File: config.mk
export PLATFORM = sky130hd
export DESIGN_NAME = ultrasonic_echo_ranger
export DESIGN_NICKNAME = d
export VERILOG_FILES = /design/src/hdl/uer_pkg.sv /design/src/hdl/uer_ctrl.sv /design/src/hdl/uer_dp.sv /design/src/hdl/ultrasonic_echo_ranger.sv
export SDC_FILE = /design/constraint.sdc
export NUM_CORES = 1
export LEC_CHECK = 0
export ABC_CLOCK_PERIOD_IN_PS = 4300
export BUFFER_PORTS_ARGS = -buffer_cell sky130_fd_sc_hd__buf_2
export CORE_ASPECT_RATIO = 1.25
export CORE_MARGIN = 3
export CORE_UTILIZATION = 50
export DETAILED_ROUTE_END_ITERATION = 16
export PLACE_DENSITY = 0.68
export SETUP_SLACK_MARGIN = 0.1
export SKIP_CTS_REPAIR_TIMING = 1
export SLEW_MARGIN = 20
export SYNTH_ARGS = -nofsm -noshare
export SYNTH_HDL_FRONTEND = slang
export SYNTH_SLANG_ARGS = --single-unit
File: constraint.sdc
create_clock -name clk_i -period 4.3 [get_ports clk_i]
set_input_delay 0.645 -clock clk_i [delete_from_list [all_inputs] [get_ports clk_i]]
set_output_delay 0.645 -clock clk_i [all_outputs]
set_load 0.02 [all_outputs]
File: src/hdl/uer_pkg.sv
// Shared types, constants and codes of the ultrasonic echo ranger.
package uer_pkg;

  localparam int unsigned COUNT_BITS_DEF = 16;

  localparam int unsigned CFG_IDX_W  = 2;
  localparam int unsigned CFG_DATA_W = 16;

  localparam logic [CFG_IDX_W-1:0] REG_TRIG_TICKS = 2'd0;
  localparam logic [CFG_IDX_W-1:0] REG_TICKS_PER  = 2'd1;
  localparam logic [CFG_IDX_W-1:0] REG_NEAR_LIMIT = 2'd2;

  localparam logic [7:0]  TRIG_TICKS_RST = 8'd10;
  localparam logic [7:0]  TICKS_PER_RST  = 8'd58;
  localparam logic [15:0] NEAR_LIMIT_RST = 16'd100;

  localparam logic [1:0] CNT_HOLD = 2'd0;
  localparam logic [1:0] CNT_ONE  = 2'd1;
  localparam logic [1:0] CNT_INC  = 2'd2;
  localparam logic [1:0] CNT_CLR  = 2'd3;

  typedef struct packed {
    logic start_req;
    logic echo;
  } uer_in_t;

  typedef struct packed {
    logic        trigger;
    logic        done_res;
    logic [15:0] distance;
    logic        near;
    logic        busy_res;
  } uer_out_t;

  typedef struct packed {
    logic [1:0] cnt_op;
    logic       emit;
    logic       trig;
    logic       busy;
    logic       div_start;
  } uer_cmd_t;

  typedef struct packed {
    logic one_ge_len;
    logic inc_ge_len;
    logic div_fin;
    logic out_blocked;
  } uer_sts_t;

endpackage

File: src/hdl/uer_ctrl.sv
// Measurement phase controller: input handshake and datapath commands.
module uer_ctrl (
  input  logic              clk_i,
  input  logic              rst_ni,
  input  logic              in_valid_i,
  output logic              in_stall_o,
  input  uer_pkg::uer_in_t  in_data_i,
  input  uer_pkg::uer_sts_t sts_i,
  output uer_pkg::uer_cmd_t cmd_o
);
  import uer_pkg::*;

  localparam logic [2:0] ST_IDLE  = 3'd0;
  localparam logic [2:0] ST_TRIG  = 3'd1;
  localparam logic [2:0] ST_WAIT  = 3'd2;
  localparam logic [2:0] ST_COUNT = 3'd3;
  localparam logic [2:0] ST_DIV   = 3'd4;

  logic [2:0] st_q, st_d;
  logic       accept;

  assign in_stall_o = (st_q == ST_DIV) || sts_i.out_blocked;
  assign accept     = in_valid_i && !in_stall_o;

  always_comb begin
    st_d  = st_q;
    cmd_o = '0;
    case (st_q)
      ST_IDLE: begin
        if (accept) begin
          cmd_o.emit = 1'b1;
          if (in_data_i.start_req) begin
            cmd_o.trig = 1'b1;
            cmd_o.busy = 1'b1;
            if (sts_i.one_ge_len) begin
              cmd_o.cnt_op = CNT_CLR;
              st_d         = ST_WAIT;
            end else begin
              cmd_o.cnt_op = CNT_ONE;
              st_d         = ST_TRIG;
            end
          end
        end
      end
      ST_TRIG: begin
        if (accept) begin
          cmd_o.emit = 1'b1;
          cmd_o.trig = 1'b1;
          cmd_o.busy = 1'b1;
          if (sts_i.inc_ge_len) begin
            cmd_o.cnt_op = CNT_CLR;
            st_d         = ST_WAIT;
          end else begin
            cmd_o.cnt_op = CNT_INC;
          end
        end
      end
      ST_WAIT: begin
        if (accept) begin
          cmd_o.emit = 1'b1;
          cmd_o.busy = 1'b1;
          if (in_data_i.echo) begin
            cmd_o.cnt_op = CNT_ONE;
            st_d         = ST_COUNT;
          end
        end
      end
      ST_COUNT: begin
        if (accept) begin
          if (in_data_i.echo) begin
            cmd_o.emit   = 1'b1;
            cmd_o.busy   = 1'b1;
            cmd_o.cnt_op = CNT_INC;
          end else begin
            cmd_o.div_start = 1'b1;
            cmd_o.cnt_op    = CNT_CLR;
            st_d            = ST_DIV;
          end
        end
      end
      ST_DIV: begin
        if (sts_i.div_fin) begin
          st_d = ST_IDLE;
        end
      end
      default: begin
        st_d = ST_IDLE;
      end
    endcase
  end

  always_ff @(posedge clk_i or negedge rst_ni) begin
    if (!rst_ni) begin
      st_q <= ST_IDLE;
    end else begin
      st_q <= st_d;
    end
  end

endmodule

File: src/hdl/uer_dp.sv
// Ranger datapath: settings, tick counter, serial divider, result register.
module uer_dp #(
  parameter int unsigned COUNT_BITS = uer_pkg::COUNT_BITS_DEF
) (
  input  logic                             clk_i,
  input  logic                             rst_ni,
  input  logic                             cfg_valid_i,
  input  logic [uer_pkg::CFG_IDX_W-1:0]    cfg_index_i,
  input  logic [uer_pkg::CFG_DATA_W-1:0]   cfg_data_i,
  input  uer_pkg::uer_cmd_t                cmd_i,
  output uer_pkg::uer_sts_t                sts_o,
  output logic                             out_valid_o,
  input  logic                             out_stall_i,
  output uer_pkg::uer_out_t                out_data_o
);
  import uer_pkg::*;

  localparam int unsigned STEP_W = $clog2(COUNT_BITS + 1);
  localparam int unsigned QW     = (COUNT_BITS > 16) ? COUNT_BITS : 16;
  localparam logic [COUNT_BITS-1:0] CNT_MAX = '1;

  logic [7:0]  trig_ticks_q, ticks_per_q;
  logic [15:0] near_limit_q;

  logic [COUNT_BITS-1:0] count_q, count_d, count_inc;
  logic [7:0]            trig_len;

  logic                  run_q, fin_q;
  logic [STEP_W-1:0]     step_q;
  logic [COUNT_BITS-1:0] quo_q;
  logic [7:0]            rem_q;
  logic [8:0]            rem_sh, rem_sub;
  logic                  rem_ge;
  logic [QW-1:0]         quo_ext;
  logic [15:0]           quo_dist;

  logic [15:0] held_q;
  logic        out_valid_q;
  uer_out_t    out_q;

  always_ff @(posedge clk_i or negedge rst_ni) begin
    if (!rst_ni) begin
      trig_ticks_q <= TRIG_TICKS_RST;
      ticks_per_q  <= TICKS_PER_RST;
      near_limit_q <= NEAR_LIMIT_RST;
    end else if (cfg_valid_i) begin
      case (cfg_index_i)
        REG_TRIG_TICKS: trig_ticks_q <= cfg_data_i[7:0];
        REG_TICKS_PER:  ticks_per_q  <= cfg_data_i[7:0];
        REG_NEAR_LIMIT: near_limit_q <= cfg_data_i;
        default: ;
      endcase
    end
  end

  assign trig_len  = (trig_ticks_q == 8'd0) ? 8'd1 : trig_ticks_q;
  assign count_inc = (count_q == CNT_MAX) ? count_q : count_q + 1'b1;

  always_comb begin
    case (cmd_i.cnt_op)
      CNT_ONE: count_d = COUNT_BITS'(1);
      CNT_INC: count_d = count_inc;
      CNT_CLR: count_d = '0;
      default: count_d = count_q;
    endcase
  end

  always_ff @(posedge clk_i or negedge rst_ni) begin
    if (!rst_ni) begin
      count_q <= '0;
    end else begin
      count_q <= count_d;
    end
  end

  // restoring division, one quotient bit per cycle
  assign rem_sh  = {rem_q, quo_q[COUNT_BITS-1]};
  assign rem_sub = rem_sh - {1'b0, ticks_per_q};
  assign rem_ge  = rem_sh >= {1'b0, ticks_per_q};

  always_ff @(posedge clk_i or negedge rst_ni) begin
    if (!rst_ni) begin
      run_q  <= 1'b0;
      fin_q  <= 1'b0;
      step_q <= '0;
    end else begin
      fin_q <= 1'b0;
      if (cmd_i.div_start) begin
        run_q  <= 1'b1;
        step_q <= STEP_W'(COUNT_BITS);
      end else if (run_q) begin
        step_q <= step_q - 1'b1;
        if (step_q == STEP_W'(1)) begin
          run_q <= 1'b0;
          fin_q <= 1'b1;
        end
      end
    end
  end

  always_ff @(posedge clk_i) begin
    if (cmd_i.div_start) begin
      quo_q <= count_q;
      rem_q <= '0;
    end else if (run_q) begin
      quo_q <= {quo_q[COUNT_BITS-2:0], rem_ge};
      rem_q <= rem_ge ? rem_sub[7:0] : rem_sh[7:0];
    end
  end

  assign quo_ext  = QW'(quo_q);
  assign quo_dist = ((ticks_per_q == 8'd0) || (quo_ext > QW'(16'hFFFF))) ?
                    16'hFFFF : quo_ext[15:0];

  always_ff @(posedge clk_i or negedge rst_ni) begin
    if (!rst_ni) begin
      held_q <= '0;
    end else if (fin_q) begin
      held_q <= quo_dist;
    end
  end

  always_ff @(posedge clk_i or negedge rst_ni) begin
    if (!rst_ni) begin
      out_valid_q <= 1'b0;
    end else if (fin_q || cmd_i.emit) begin
      out_valid_q <= 1'b1;
    end else if (!out_stall_i) begin
      out_valid_q <= 1'b0;
    end
  end

  always_ff @(posedge clk_i) begin
    if (fin_q) begin
      out_q.trigger  <= 1'b0;
      out_q.done_res <= 1'b1;
      out_q.distance <= quo_dist;
      out_q.near     <= quo_dist < near_limit_q;
      out_q.busy_res <= 1'b0;
    end else if (cmd_i.emit) begin
      out_q.trigger  <= cmd_i.trig;
      out_q.done_res <= 1'b0;
      out_q.distance <= held_q;
      out_q.near     <= held_q < near_limit_q;
      out_q.busy_res <= cmd_i.busy;
    end
  end

  assign sts_o.one_ge_len  = trig_len <= 8'd1;
  assign sts_o.inc_ge_len  = count_inc >= COUNT_BITS'(trig_len);
  assign sts_o.div_fin     = fin_q;
  assign sts_o.out_blocked = out_valid_q && out_stall_i;

  assign out_valid_o = out_valid_q;
  assign out_data_o  = out_q;

endmodule

File: src/hdl/ultrasonic_echo_ranger.sv
// Ultrasonic echo ranger top level: phase controller and datapath.
//
//   channel | direction | handshake          | beat
//   in      | input     | in_valid/in_stall  | start_req, echo (one tick)
//   out     | output    | out_valid/out_stall| trigger, done_res, distance, near, busy_res
//   cfg     | input     | cfg_valid/cfg_ready| register index, write data
//
// The tick that ends an echo pulse starts the bit-serial divider, and no
// further tick is taken until the divider has finished.
// The next tick is taken while a result waits, unless the result is stalled.
// Reset restores the register defaults and returns the phase to idle.
module ultrasonic_echo_ranger #(
  parameter int unsigned COUNT_BITS = uer_pkg::COUNT_BITS_DEF
) (
  input  logic                           clk_i,
  input  logic                           rst_ni,
  input  logic                           in_valid_i,
  output logic                           in_stall_o,
  input  uer_pkg::uer_in_t               in_data_i,
  output logic                           out_valid_o,
  input  logic                           out_stall_i,
  output uer_pkg::uer_out_t              out_data_o,
  input  logic                           cfg_valid_i,
  output logic                           cfg_ready_o,
  input  logic [uer_pkg::CFG_IDX_W-1:0]  cfg_index_i,
  input  logic [uer_pkg::CFG_DATA_W-1:0] cfg_data_i
);
  import uer_pkg::*;

  uer_cmd_t cmd;
  uer_sts_t sts;

  assign cfg_ready_o = 1'b1;

  uer_ctrl u_ctrl (
    .clk_i      (clk_i),
    .rst_ni     (rst_ni),
    .in_valid_i (in_valid_i),
    .in_stall_o (in_stall_o),
    .in_data_i  (in_data_i),
    .sts_i      (sts),
    .cmd_o      (cmd)
  );

  uer_dp #(
    .COUNT_BITS (COUNT_BITS)
  ) u_dp (
    .clk_i       (clk_i),
    .rst_ni      (rst_ni),
    .cfg_valid_i (cfg_valid_i),
    .cfg_index_i (cfg_index_i),
    .cfg_data_i  (cfg_data_i),
    .cmd_i       (cmd),
    .sts_o       (sts),
    .out_valid_o (out_valid_o),
    .out_stall_i (out_stall_i),
    .out_data_o  (out_data_o)
  );

endmodule

# Word level (Yosys, flattened, before mapping)

Cells that the tools add are included.

Output and inout port bits: 23
Word-level logic and storage cells: 112
Register bits: 119

$add $sub $neg: 3
Magnitude comparators: 6
Equal/unequal tests: 21
Reduce and logical (&&, ||, !) cells: 17
Multiplexer cells: 48

Operators by type and width:

| kind                                                                    | count |
|---|---|
| 16-bit two-way mux                                                      | 4 |
| 16-bit case mux with 3 select lines                                     | 1 |
| 18-bit two-way mux                                                      | 2 |
| 3-bit two-way mux                                                       | 11 |
| 16-bit less-than comparator                                             | 2 |
| 5-bit two-way mux                                                       | 4 |
| 16-bit by 1-bit adder with 16-bit output, second input constant         | 1 |
| 16-bit equality test, second input constant                             | 1 |
| 16-bit by 8-bit greater-or-equal comparator with 1-bit output           | 1 |
| 16-bit greater-than comparator, second input constant                   | 1 |
| 8-bit logical NOT                                                       | 2 |
| 8-bit two-way mux                                                       | 2 |
| 1-bit two-way mux                                                       | 15 |
| 3-bit case mux with 5 select lines                                      | 1 |
| 2-bit by 1-bit inequality test with 1-bit output, second input constant | 6 |
| 3-bit case mux with 4 select lines                                      | 1 |
| 2-bit two-way mux                                                       | 5 |
| 9-bit by 8-bit greater-or-equal comparator with 1-bit output            | 1 |
| 9-bit AND reduction                                                     | 1 |
| 8-bit by 1-bit <= comparator with 1-bit output, second input constant   | 1 |
| 2-bit inequality test, second input constant                            | 4 |
| 8-bit subtractor                                                        | 1 |
| 2-bit equality test, second input constant                              | 3 |
| 3-bit by 2-bit equality test with 1-bit output, second input constant   | 2 |
| other kinds (15)                                                        | 22 |

# Depth between registers and ports, before layout

Gate-level depths: netlist of run 1.

Word-level depth: 9
Mapped depth: 16
Gate-level depth less buffers: 14

# Cells and area by module

From an unflattened synthesis of run 1, not the netlist that was laid out.

Cells, all modules: 658
Area, all modules: 6710.2 um^2

Modules (own cells, without submodules):

| module                 | times used | sequential area each (um^2) | area an instance (um^2) | cells each |
|---|---|---|---|---|
| uer_dp                 | 1          | 3024.2                      | 6389.9                  | 619 |
| uer_ctrl               | 1          | 75.1                        | 309.0                   | 37 |
| ultrasonic_echo_ranger | 1          | 0.0                         | 11.3                    | 2 |

# Worst setup path after synthesis of run 1

No wires, ideal clock.

Kind: register to register
Start point: register u_dp.count_q[1]
End point: register u_dp.count_q[12]
Clock period less this slack: 3.494 ns
Required time: 4.228 ns
Arrival: 3.422 ns
Path buffers: 3
Stages on the path, launching flop included: 16
Setup slack: 0.806 ns
Cell sequence: dfrtp_1 -> ha_1 -> nand4_1 -> or3_1 -> or2_2 -> clkbuf_1 -> mux2_2 -> ha_1 -> a21o_1 -> a21o_1 -> a21o_1 -> a211o_1 -> o31a_1 -> buf_6 -> buf_6 -> nor2_1

Word-level cells in the longest chain between the ends: 8
Elaborated cells on any way between the ends: 12

RTL lines:

| element                                                                               | line           | source |
|---|---|---|
| start: declaration                                                                    | uer_dp.sv:25   | `logic [COUNT_BITS-1:0] count_q, count_d, count_inc;` |
| start signal: assignment                                                              | uer_dp.sv:72   | `count_q <= count_d;` |
| 16-bit by 1-bit adder with 16-bit output or 16-bit equality test (tied branches)      | uer_dp.sv:57   | `assign count_inc = (count_q == CNT_MAX) ? count_q : count_q + 1'b1;` |
| 16-bit two-way mux *                                                                  | uer_dp.sv:57   |  |
| 16-bit by 8-bit greater-or-equal comparator with 1-bit output                         | uer_dp.sv:150  | `assign sts_o.inc_ge_len = count_inc >= COUNT_BITS'(trig_len);` |
| 1-bit two-way mux                                                                     | uer_ctrl.sv:50 | `if (sts_i.inc_ge_len) begin` |
| 5-bit two-way mux                                                                     | uer_ctrl.sv:46 | `if (accept) begin` |
| 3-bit case mux with 4 select lines                                                    | uer_ctrl.sv:28 | `case (st_q)` |
| 2-bit equality test or 2-bit by 1-bit equality test with 1-bit output (tied branches) | uer_dp.sv:60   | `case (cmd_i.cnt_op)` |
| 16-bit case mux with 3 select lines or 3-bit nonzero test (tied branches)             | -              |  |

Every way passes the cells marked *; elsewhere a longest branch is shown, timed or not.
A chain may end at the register's enable or synchronous reset.

# Final worst setup path of run 1

Start point: register u_dp.count_q[0]
End point: register u_dp.count_q[10]

Same word-level chain as after synthesis.

==> results of run 1 <==
## final cells by class
type / count / area (um^2)
fillers: 1118 / 5190
multi-input cells: 500 / 3280
flip-flops and latches: 119 / 3100
clock buffers: 25 / 515
repair buffers: 54 / 293
well taps: 168 / 210
inverters: 43 / 161
clock inverters: 7 / 139
## where the power goes
group / leakage (nW) / internal, mW / switching, mW
combinational: 1.83 / 0.823 / 1.09
sequential: 1.32 / 1.64 / 0.269
clock: 0.323 / 1.06 / 0.491
total: 3.48 / 3.52 / 1.85
## per-layer routing
metal | routed length (um) | part of all wire [%]
met1 | 6430 | 42
met3 | 636 | 4.2
met2 | 7740 | 51
met5 | 0 | 0
met4 | 446 | 2.9
## registers in the layout, summed over array words and instances, names as in the netlist
| name | cells |
|---|---|
| u_dp.out_valid_o | 1 |
| u_ctrl.st_q | 3 |
| u_dp.rem_q | 8 |
| u_dp.step_q | 5 |
| u_dp.run_q | 1 |
| u_dp.ticks_per_q | 8 |
| u_dp.near_limit_q | 16 |
| u_dp.held_q | 16 |
| u_dp.count_q | 16 |
| u_dp.out_data_o | 20 |
| u_dp.quo_ext | 16 |
| u_dp.fin_q | 1 |
| u_dp.trig_ticks_q | 8 |
## worst max-delay path: stages (launching register included)
cell and delay [ns]:
sky130_fd_sc_hd__dfrtp_1 0.48, sky130_fd_sc_hd__ha_1 0.28, sky130_fd_sc_hd__nand4_1 0.13, sky130_fd_sc_hd__or3_1 0.39, sky130_fd_sc_hd__or2_2 0.37, sky130_fd_sc_hd__xnor2_1 0.22, sky130_fd_sc_hd__ha_1 0.26, sky130_fd_sc_hd__nand2b_1 0.15
sky130_fd_sc_hd__a21o_1 0.18, sky130_fd_sc_hd__a21o_1 0.17, sky130_fd_sc_hd__a21o_1 0.17, sky130_fd_sc_hd__a211o_1 0.34, sky130_fd_sc_hd__o31a_2 0.46, sky130_fd_sc_hd__a211oi_1 0.21
## logic make-up after synthesis
logic type | after synthesis | share of synthesized area [%]
AOI/OAI and AO/OA | 126 | 11.7
xor gates and xnor gates | 23 | 3.01
adders and majority gates | 50 | 9.45
buffers and inverters | 78 | 4.73
DFF | 119 | 46.3
muxes | 35 | 5.73
other | 1 | 0.0560
and+or+nand+nor | 265 | 19.1
## cell usage after synthesis, types with 4 or more instances
cell                        instances
sky130_fd_sc_hd__a211oi_1           8
sky130_fd_sc_hd__a21o_1            10
sky130_fd_sc_hd__a21oi_1           29
sky130_fd_sc_hd__and3_1             4
sky130_fd_sc_hd__clkbuf_1          26
sky130_fd_sc_hd__dfrtp_1           66
sky130_fd_sc_hd__dfstp_2            9
sky130_fd_sc_hd__dfxtp_1           11
sky130_fd_sc_hd__edfxtp_1          33
sky130_fd_sc_hd__ha_1              49
sky130_fd_sc_hd__inv_1             43
sky130_fd_sc_hd__mux2_2            27
sky130_fd_sc_hd__mux2i_1            8
sky130_fd_sc_hd__nand2_1          114
sky130_fd_sc_hd__nand2b_1          22
sky130_fd_sc_hd__nand3_1           11
sky130_fd_sc_hd__nand4_1           12
sky130_fd_sc_hd__nor2_1            41
sky130_fd_sc_hd__nor2b_1            6
sky130_fd_sc_hd__nor3_1            10
sky130_fd_sc_hd__nor4_1             5
sky130_fd_sc_hd__o2111ai_1          4
sky130_fd_sc_hd__o211ai_1           5
sky130_fd_sc_hd__o21ai_0           49
sky130_fd_sc_hd__or2_2             16
sky130_fd_sc_hd__or3_1              5
sky130_fd_sc_hd__xnor2_1           14
sky130_fd_sc_hd__xor2_1             9
## through the flow
step           area (um^2)  power [mW]  utilization, %
2_1_floorplan         6700        3.32               -
3_3_place_gp          7050        3.74            54.7
3_5_place_dp          7050        3.83            54.7
4_1_cts               7700        5.40            59.7
5_1_grt               7700        5.76            59.7
6_report              7700        5.38            59.7
## final timing paths
check | start | slack [ns] | to
setup / recovery | u_dp.count_q[0] | 0.36 | u_dp.count_q[10]
hold / removal | rst_ni | 0.37 | u_dp.near_limit_q[9]
setup reg to reg | u_dp.count_q[0] | 0.36 | u_dp.count_q[10]
hold reg to reg | u_dp.out_data_o[18] | 0.45 | u_dp.out_data_o[18]
max in group asynchronous | rst_ni | 3.30 | u_dp.count_q[4]
min in group clk_i | u_dp.out_data_o[18] | 0.45 | u_dp.out_data_o[18]
==> flow_results.org, run 1 <==
** Final layout
- Number of cells in the finished layout apart from fillers :: 916
- Commonest cells after routing, fill and taps aside :: 114 x sky130_fd_sc_hd__nand2_1, 66 x sky130_fd_sc_hd__dfrtp_1, 49 x sky130_fd_sc_hd__o21ai_0, 49 x sky130_fd_sc_hd__ha_1, 45 x sky130_fd_sc_hd__buf_2
- Ant diodes :: 0
- Share of layout cells above drive strength 1 :: 19.3%
- Area added between synthesis and finish :: 15.0%
- In the final design database the tool counted 810 nets.
- Commonest non-fill, non-tap cell in the layout :: sky130_fd_sc_hd__nand2_1

** Route
- DRT iter0 DRCs :: 314
- Average detailed-routed wire length per instance :: 16.7 um
- Once detail routing completed, the nets flagged for antenna violations numbered 0.
- For this block, the via count after detailed routing is 5,116.
- Vias per Instance :: 5.59
- Drc violations :: 0
- Total iterations of the first detailed-routing run :: 5
- Sum of routed wire length over all layers :: 15,300 um

** Synthesis
- The cell area that synthesis handed to floorplanning was 0.00670 mm^2.
- The netlist uses 61 different library cells.
- Synthesized area per cell :: 9.61 um^2
- Fraction of the yosys area taken by sequential cells :: 46.3%
- Ranking of synthesized cells by area :: sky130_fd_sc_hd__dfrtp_1 25%, sky130_fd_sc_hd__edfxtp_1 15%, sky130_fd_sc_hd__ha_1 9.2%, sky130_fd_sc_hd__nand2_1 6.4%, sky130_fd_sc_hd__mux2_2 4.5%
- Count of flip-flops with a built-in enable after synthesis :: 33
- Synth area leader :: sky130_fd_sc_hd__dfrtp_1
- Synth Flop Type :: sky130_fd_sc_hd__dfrtp_1
- Gate Count Post-Synth :: 697
- For this run, the number of Yosys warnings is 0.
- Async SR Flop Fraction :: 63.0%
- In this run, synthesis produced a sequential element count of 119.
- The number of nets handed over by synthesis was 772.
- Portion of synthesized cell area occupied by the leading cell type :: 24.7%

** Clock tree
- TritonCTS built the clock tree.
- CTS buffer count :: 17
- The H-tree was split into 4 levels.
- Buffers from clock root to sink, at most :: 2
- Reg clk slew, reported paths :: 0.05 ns
- Root cell of the clock tree :: sky130_fd_sc_hd__clkbuf_16
- Clk sinks :: 119
- Clock Latency Late Sink :: 0.42 ns

** Global routing
- The via count of the first global-routing pass came to 5,147.
- Met1 layer usage reported by global route :: 27.2%
- In the global route stage, met2 resource usage came out at 37.0%.
- Global-route usage over all layers :: 22.1%
- Entering global routing, the biggest net connects 76 pins.
- The layer flagged by global routing as most heavily used is met2.
- The number of antenna violations at the first check in global routing came to 0.
- GR Util met3 :: 4.63%
- After global routing the overflow that remains totals 0.
- The first global-routing pass estimated 25,200 um of wire.

** Critical path
- The setup path with the least slack is of type reg -> reg.
- Category of the worst setup path capture point :: flip-flop
- Data on the critical path is required at its endpoint by 4.63 ns.
- Max FO, Critical Path :: 16
- Startpoint type of the worst setup path :: flip-flop
- Count of cells along the worst register-to-register path :: 13
- Arrival time of data at the critical path endpoint :: 4.26 ns

** Power and ir drop
- Summed over all cells, the static leakage comes to 3.48 nW.
- Dividing total power by cell area gives a power density of 698 mW/mm^2.
- Across the VDD grid, the largest voltage drop is 0.278 mV.

** STA
- At the pin with the least slew margin, the transition time is 0.960 ns.
- Setup repair after global routing left no endpoint under its margin.
- Final Critical Period :: 3.94 ns
- The clock arrives with 0.00505 ns of skew.
- Final critical-path setup slack :: 0.365 ns
- Setup violations remaining at the end of the flow were counted as 0.
- For this run, the top clock speed supported by timing is 254 MHz.
- Setup total negative slack on the finished layout was measured at 0 ns.
- Final Hold Viols :: 0
- Pins Over Slew Limit :: 0
- Post-route fraction of the period consumed by the critical path :: 91.5%
- In this run the tightest slew margin relative to its limit is 36.0%.
- Hold_ws :: 0.366 ns

** Placement
- Post-Place Worst Slack :: 0.354 ns
- HPWL after DPL :: 11,200 um
- The congestion estimate from routability-driven global placement came to 0.915.
- Port buffering added 46 buffers.
- Once placement completed, the tool counted placed cells totaling 884.

** Die
- Row generation in the floorplan step produced 46 rows.
- The die is 110 um wide.
- For this design the top-level I/O count stands at 48.
- Starting utilization of the core area :: 52.0%
- The die covers 0.0148 mm^2.
- Y dimension of the die :: 135 um
- Core box area :: 0.0129 mm^2

** Run status
- Result of the run :: finished clean

** Job
- Across the run, the number of max-cap violations was 0.

** Min path
- The tightest min-delay check is of the in -> async type.
Note: power is estimated with default switching activity, not from simulation.
==> run 2, diff against run 1 <==
--- a/config.mk
+++ b/config.mk
@@ -8,7 +8,7 @@
 export ABC_CLOCK_PERIOD_IN_PS = 4300
 export BUFFER_PORTS_ARGS = -buffer_cell sky130_fd_sc_hd__buf_2
 export CORE_ASPECT_RATIO = 1.25
-export CORE_MARGIN = 3
+export CORE_MARGIN = 1
 export CORE_UTILIZATION = 50
 export DETAILED_ROUTE_END_ITERATION = 16
 export PLACE_DENSITY = 0.68
==> flow_results.org, run 2 (synthesis results as in run 1) <==
** STA
- Pins Over Slew Limit :: 0
- Post-route fraction of the period consumed by the critical path :: 91.8%
- On the final layout, the worst hold slack is 0.365 ns.
- Unrepaired setup endpoints after global routing :: false
- Final Hold Viols :: 0
- Based on the critical path, the design can be clocked at up to 253 MHz.
- Setup tns final :: 0 ns
- Final number of setup-violating endpoints :: 0
- Worst slew margin relative to its limit :: 35.0%
- Setup Skew :: 0.0105 ns
- For the finished layout, the period the worst path requires is 3.95 ns.
- Transition time of the tightest slew-check pin :: 0.976 ns

** Final layout
- Area added between synthesis and finish :: 14.6%
- Final instance area :: 0.00768 mm^2
- The register with the most flip-flops in the layout has 20 of them.
- Number of cells in the finished layout apart from fillers :: 918
- Commonest cells after routing, fill and taps aside :: 114 x sky130_fd_sc_hd__nand2_1, 66 x sky130_fd_sc_hd__dfrtp_1, 49 x sky130_fd_sc_hd__o21ai_0, 49 x sky130_fd_sc_hd__ha_1, 45 x sky130_fd_sc_hd__buf_2
- The library cell used most frequently in the layout, excluding fill and tap cells, is sky130_fd_sc_hd__nand2_1.
- After the last flow step, the layout net total stands at 812.
- Counting the fill cells in the layout gives 1,092.
- Ant diodes :: 0
- Measured on the finished design, the core utilization comes to 59.6%.
- Of the cells placed in the final design, the portion with a size suffix greater than 1 is 19.3%.

** Critical path
- On the worst path, the slowest cell contributes a delay of 0.49 ns.
- The worst setup path is launched from a flip-flop.
- The endpoint identified for the worst register-to-register timing path is u_dp.count_q[10].
- Most frequent cell on the critical path :: sky130_fd_sc_hd__a21o_1
- Traced cell by cell, the critical path runs through ha_1 -> nand4_1 -> or3_1 -> or2_2 -> xnor2_1 -> ha_1 -> nand2b_1 -> a21o_1 -> a21o_1 -> a21o_1 -> a211o_1 -> o31a_2 -> a211oi_1.
- Broken down by cell family, the worst path's largest delay share belongs to compound AO/OA/AOI/OAI gates.
- Of all nets on the critical path, the largest fanout is 16.
- STA classifies the critical path endpoint as a flip-flop.
- Measured in cells, the most critical reg-to-reg path has a length of 13.
- Critical path buffer and inverter count :: 0
- Reg-to-reg startpoint :: u_dp.count_q[0]
- Arrival time of data at the critical path endpoint :: 4.27 ns
- For the worst setup path, the data required time is 4.62 ns.
- Register-to-register setup slack :: 0.35 ns
- The critical path is of the reg -> reg type.
- Critical Path Slowest Stage Cell :: sky130_fd_sc_hd__dfrtp_1

** Power and ir drop
- The internal power of the cells totals 3.44 mW.
- The worst-case IR drop observed on VDD is 0.309 mV.
- Part of the total power dissipated in the clock network :: 27.9%
- Dividing total power by cell area gives a power density of 692 mW/mm^2.
- Registers are responsible for 36.0% of the overall power.
- Of the total power, the share spent switching nets is 35.3%.
- In this run the static leakage power is 3.46 nW.
- Net switching power figure :: 1.88 mW
- Share of power burned in combinational logic :: 36.0%

** Placement
- Port Buf Inserts :: 46
- Including well taps, the total number of placed cells is 886.
- The wire-length estimate of the detail-placed layout is 11,300 um.
- The congestion estimate from routability-driven global placement came to 0.890.
- Placed standard-cell area :: 0.00706 mm^2

** Min path
- Class of the most critical hold timing path :: in -> async

** Route
- Average detailed-routed wire length per instance :: 16.9 um
- Final antenna-violating net count :: 0
- The first detailed-routing pass ran for 7 iterations.
- After detailed routing, the number of remaining DRC violations is 0.
- Detailed routing inserted a total of 5,202 vias.
- Summed over all layers, the routed wires come to 15,500 um.
- Vias per Instance :: 5.67
- For this block, the initial DRC count from the detailed router was 329.

** Global routing
- Entering global routing, the biggest net connects 76 pins.
- The via count of the first global-routing pass is 5,284.
- Global-route usage over all layers :: 24.1%
- After global routing the overflow that remains totals 0.
- Wire length of the first global-routing pass :: 26,000 um
- The number of antenna violations at the first check in global routing is 0.

** Clock tree
- Clock tree from TritonCTS :: done
- In this run the number of H-tree levels came out at 4.
- Counting along the longest clock path gives a buffer depth of 2.
- Clock Latency Late Sink :: 0.42 ns
- CTS placed an instance of sky130_fd_sc_hd__clkbuf_16 at the clock tree root.
- Clk sinks :: 119
- The number of clock buffers added by TritonCTS is 17.
- Reg clk slew, reported paths :: 0.06 ns

** Die
- Y dimension of the die :: 131 um
- Starting utilization of the core area :: 52.0%
- Core box area :: 0.0129 mm^2
- Full die area :: 0.0139 mm^2
- # rows :: 46
- The die is 106 um wide.
- Count of pins on the block boundary :: 48

** Run status
- The flow ran to the end, and the final reports show no timing, DRC or antenna violations.

** Job
- Max-cap violations :: 0
run 2: changes by cell type in the layout (fill, tap and decap cells not counted), sizes merged:
cell,before,now
buf,54,56
clkinvlp,0,2
bufinv,4,3
clkbuf,25,24
run 2: layer usage:
| metal | vias up | routed length, um | share of wire (%) | GRT usage (%) |
|---|---|---|---|---|
| met3 | 46 | 606 | 3.9 | 4.41 |
| met2 | 136 | 7800 | 50 | 40.3 |
| met4 | 0 | 580 | 3.7 | 13.3 |
| met1 | 2519 | 6540 | 42 | 29.3 |
| li1 | 2501 | - | - | - |
| met5 | - | 0 | 0 | 0 |
run 2: cell type report:
class	count	area, um^2	area share, %
clock buffers	24	493	6.42
clock inverters	8	120	1.56
flip-flops and latches	119	3100	40.4
multi-input cells	500	3290	42.8
repair buffers	56	308	4.01
inverters	43	161	2.10
well taps	168	210	2.74
run 2: stage by stage:
step / setup WS (ns) / power (mW)
after CTS: 0.253 / 5.33
final: 0.351 / 5.32
after global placement: 0.472 / 3.75
after floorplan: 0.806 / 3.32
after detailed placement: 0.284 / 3.83
after global routing: 0.143 / 5.70
run 2: how the worst max path moves through the flow:
stage,cells past startpoint,slack (ns),end,from
6_report,13,0.35,u_dp.count_q[10],u_dp.count_q[0]
5_1_grt,13,0.14,u_dp.count_q[10],u_dp.count_q[0]
4_1_cts,14,0.25,u_dp.count_q[10],u_dp.count_q[0]
3_3_place_gp,12,0.47,u_dp.count_q[0],u_dp.count_q[0]
2_1_floorplan,15,0.81,u_dp.count_q[12],u_dp.count_q[1]
3_5_place_dp,14,0.28,u_dp.count_q[10],u_dp.count_q[0]
run 2: power by group through the flow:
stage	sequential (mW)	clock (mW)	combinational (mW)
floorplan	1.90	0	1.42
global placement	1.91	0	1.84
detailed placement	1.93	0	1.90
CTS	1.91	1.49	1.92
global route	1.97	1.55	2.18
finish	1.92	1.48	1.92
run 2: worst reg2reg max path, delay by kind of cell, from the launching register on:
kind,cells,cell delay [ns]
adder cells (fa/ha/maj),2,0.59
AO/OA/AOI/OAI,6,1.56
AND/OR/NAND/NOR,4,1.06
flip-flops,1,0.49
XOR/XNOR,1,0.16
==> run 3, diff against run 2 <==
--- a/config.mk
+++ b/config.mk
@@ -10,8 +10,10 @@
 export CORE_ASPECT_RATIO = 1.25
 export CORE_MARGIN = 1
 export CORE_UTILIZATION = 50
+export CTS_BUF_LIST = sky130_fd_sc_hd__clkbuf_8
 export DETAILED_ROUTE_END_ITERATION = 16
 export PLACE_DENSITY = 0.68
+export RECOVER_POWER = 50
 export SETUP_SLACK_MARGIN = 0.1
 export SKIP_CTS_REPAIR_TIMING = 1
 export SLEW_MARGIN = 20
==> flow_results.org, run 3 (synthesis results as in run 1) <==
** Route
- Vias per Instance :: 5.57
- For this block, the initial DRC count from the detailed router was 329.
- Sum of routed wire length over all layers :: 15,300 um
- In the routed design, unresolved DRC markers number 0.
- In the final routed layout, each cell accounts on average for 16.7 um.
- Before antenna repair, the detailed router went through 5 iterations.
- Final antenna-violating net count :: 0
- Via count :: 5,119

** Clock tree
- The clock reaches the later pin of the worst-skew pair after 0.45 ns.
- Reg clk slew, reported paths :: 0.08 ns
- Number of levels in the clock H-tree :: 4
- Clk sinks :: 119
- Root cell of the clock tree :: sky130_fd_sc_hd__clkbuf_8
- TritonCTS created 17 clock buffers.
- Clock tree from TritonCTS :: done
- The clock passes through at most 2 buffers.

** Critical path
- Register-to-register setup slack :: 0.36 ns
- Startpoint type of the worst setup path :: flip-flop
- Data on the critical path arrives at its endpoint at 4.29 ns.
- The worst setup path is captured at a flip-flop.
- Worst setup path class :: reg -> reg
- Along the worst path, the maximum fanout reaches 16.
- For the worst setup path, the data required time is 4.65 ns.
- The number of cells on the worst reg-to-reg path is 13.
- In this run the critical register-to-register path is launched from u_dp.count_q[0].
- The endpoint identified for the worst register-to-register timing path is u_dp.count_q[10].

** Global routing
- The number of antenna violations at the first check in global routing is 0.
- Fraction of met2 tracks used by global routing :: 40.4%
- GR Util met3 :: 4.37%
- Entering global routing, the biggest net connects 76 pins.
- The via count of the first global-routing pass was 5,216.
- Global-route usage over all layers :: 23.9%
- Wire length of the first global-routing pass :: 25,700 um
- Global routing finished with a remaining overflow of 0.
- GRT Max-Usage Layer :: met2
- Global routing consumed, on the met1 layer, 29.3% of the routing resources.

** Final layout
- The number of antenna diodes in the final layout is 0.
- Net count, final :: 813
- In the layout the commonest cells are 114 x sky130_fd_sc_hd__nand2_1, 66 x sky130_fd_sc_hd__dfrtp_1, 49 x sky130_fd_sc_hd__o21ai_0, 49 x sky130_fd_sc_hd__ha_1, 47 x sky130_fd_sc_hd__inv_1.
- Share of layout cells above drive strength 1 :: 15.7%
- The layout has 1,158 filler cells.
- Area added between synthesis and finish :: 11.4%
- The library cell used most frequently in the layout, excluding fill and tap cells, is sky130_fd_sc_hd__nand2_1.
- The register with the most flip-flops in the layout has 20 of them.

** Die
- Pin placement for this block handled 48 I/O pins.
- The die is 106 um wide.
- After floorplanning, the core was divided into 46 placement rows.
- After floorplanning, the core was sized to cover 0.0129 mm^2.
- Starting utilization of the core area :: 52.0%
- Full die area :: 0.0139 mm^2
- The die is 131 um tall.

** STA
- Final Hold Viols :: 0
- Setup Skew :: 0.0147 ns
- Transition time of the tightest slew-check pin :: 2.52 ns
- Setup repair after global routing left no endpoint under its margin.
- The max-slew violation count was 57.
- Setup tns final :: 0 ns
- Setup violations remaining at the end of the flow were counted as 0.
- Final Critical Period :: 3.94 ns
- Headroom to the max-slew limit came out at -68.0%.
- Post-route fraction of the period consumed by the critical path :: 91.6%
- Timing would allow up to 254 MHz.

** Run status
- Violations in the final reports :: max-capacitance violations, max-slew violations
- The run finished, with violations left.

** Power and ir drop
- In this run the power density over the cells is 658 mW/mm^2.
- Share of power burned in combinational logic :: 38.4%
- Part of the total power dissipated in the clock network :: 22.6%
- Switching fraction of total power :: 37.0%
- VDD sags by at most 0.297 mV.
- Share of power burned in registers :: 39.0%
- The analysis attributes to net switching a power of 1.82 mW.
- The completed layout was analyzed and its total power is 4.91 mW.
- Internal cell power :: 3.09 mW
- P_leak :: 3.33 nW

** Placement
- Port buffering added 46 buffers.
- The congestion estimate from routability-driven global placement came to 0.890.
- The HPWL after detailed placement is 11,300 um.

** Min path
- Class of the most critical hold timing path :: in -> async

** Job
- Max-cap violations :: 1
[run 3: changes by cell type in the layout (fill, tap and decap cells not counted), moves of 4 or more]
| cell | delta |
|---|---|
| sky130_fd_sc_hd__clkbuf_1 | +22 |
| sky130_fd_sc_hd__buf_4 | -5 |
| sky130_fd_sc_hd__buf_2 | -21 |
| sky130_fd_sc_hd__inv_1 | +4 |
| sky130_fd_sc_hd__clkbuf_8 | +17 |
| sky130_fd_sc_hd__clkbuf_16 | -18 |
[run 3: cell type report]
class                           count  area [um^2]  area share [%]
Multi-Input combinational cell    500         3290            44.1
Sequential cell                   119         3100            41.5
Timing Repair Buffer               57          275            3.69
Clock buffer                       19          262            3.50
Tap cell                          168          210            2.82
Clock inverter                     13          165            2.21
Inverter                           43          161            2.16
[run 3: worst max-delay path by stage]
stage | to | slack [ns] | depth (start not counted) | startpoint
after floorplan | u_dp.count_q[12] | 0.81 | 15 | u_dp.count_q[1]
after global placement | u_dp.count_q[0] | 0.47 | 12 | u_dp.count_q[0]
after detailed placement | u_dp.count_q[10] | 0.28 | 14 | u_dp.count_q[0]
after CTS | u_dp.count_q[10] | 0.25 | 14 | u_dp.count_q[0]
after global routing | u_dp.count_q[1] | 0.09 | 2 | rst_ni
final | u_dp.count_q[10] | 0.36 | 13 | u_dp.count_q[0]
[run 3: power by group through the flow]
stage	sequential (mW)	clock [mW]	combinational (mW)
after global placement	1.91	0	1.84
final	1.91	1.11	1.88
after floorplan	1.90	0	1.42
after global routing	1.97	1.18	2.15
after detailed placement	1.93	0	1.90
after CTS	1.91	1.13	1.91
[run 3: metrics by stage]
stage	setup WS [ns]	hold WS [ns]	cells	cell area (um^2)	util [%]
final	0.360	0.380	919	7460	57.9
after global placement	0.472	0.435	886	7060	54.8
after floorplan	0.806	0.349	697	6700	-
after detailed placement	0.284	0.443	886	7060	54.8
after CTS	0.249	0.385	918	7490	58.1
after global routing	0.0942	0.408	919	7460	57.9
[run 3: worst max-delay path, cell delays in order (launching register included)]
cell	delay, ns
sky130_fd_sc_hd__dfrtp_1	0.50
sky130_fd_sc_hd__ha_1	0.29
sky130_fd_sc_hd__nand4_1	0.12
sky130_fd_sc_hd__or3_1	0.40
sky130_fd_sc_hd__or2_2	0.37
sky130_fd_sc_hd__xnor2_1	0.16
sky130_fd_sc_hd__ha_1	0.30
sky130_fd_sc_hd__nand2b_1	0.14
sky130_fd_sc_hd__a21o_1	0.18
sky130_fd_sc_hd__a21o_1	0.19
sky130_fd_sc_hd__a21o_1	0.18
sky130_fd_sc_hd__a211o_1	0.33
sky130_fd_sc_hd__o31a_2	0.45
sky130_fd_sc_hd__a211oi_1	0.23
[run 3: metal layers]
metal	up-vias	share of wire (%)
met2	133	51
met3	34	3.7
li1	2498	-
met4	0	3.0
met1	2454	43
met5	-	0
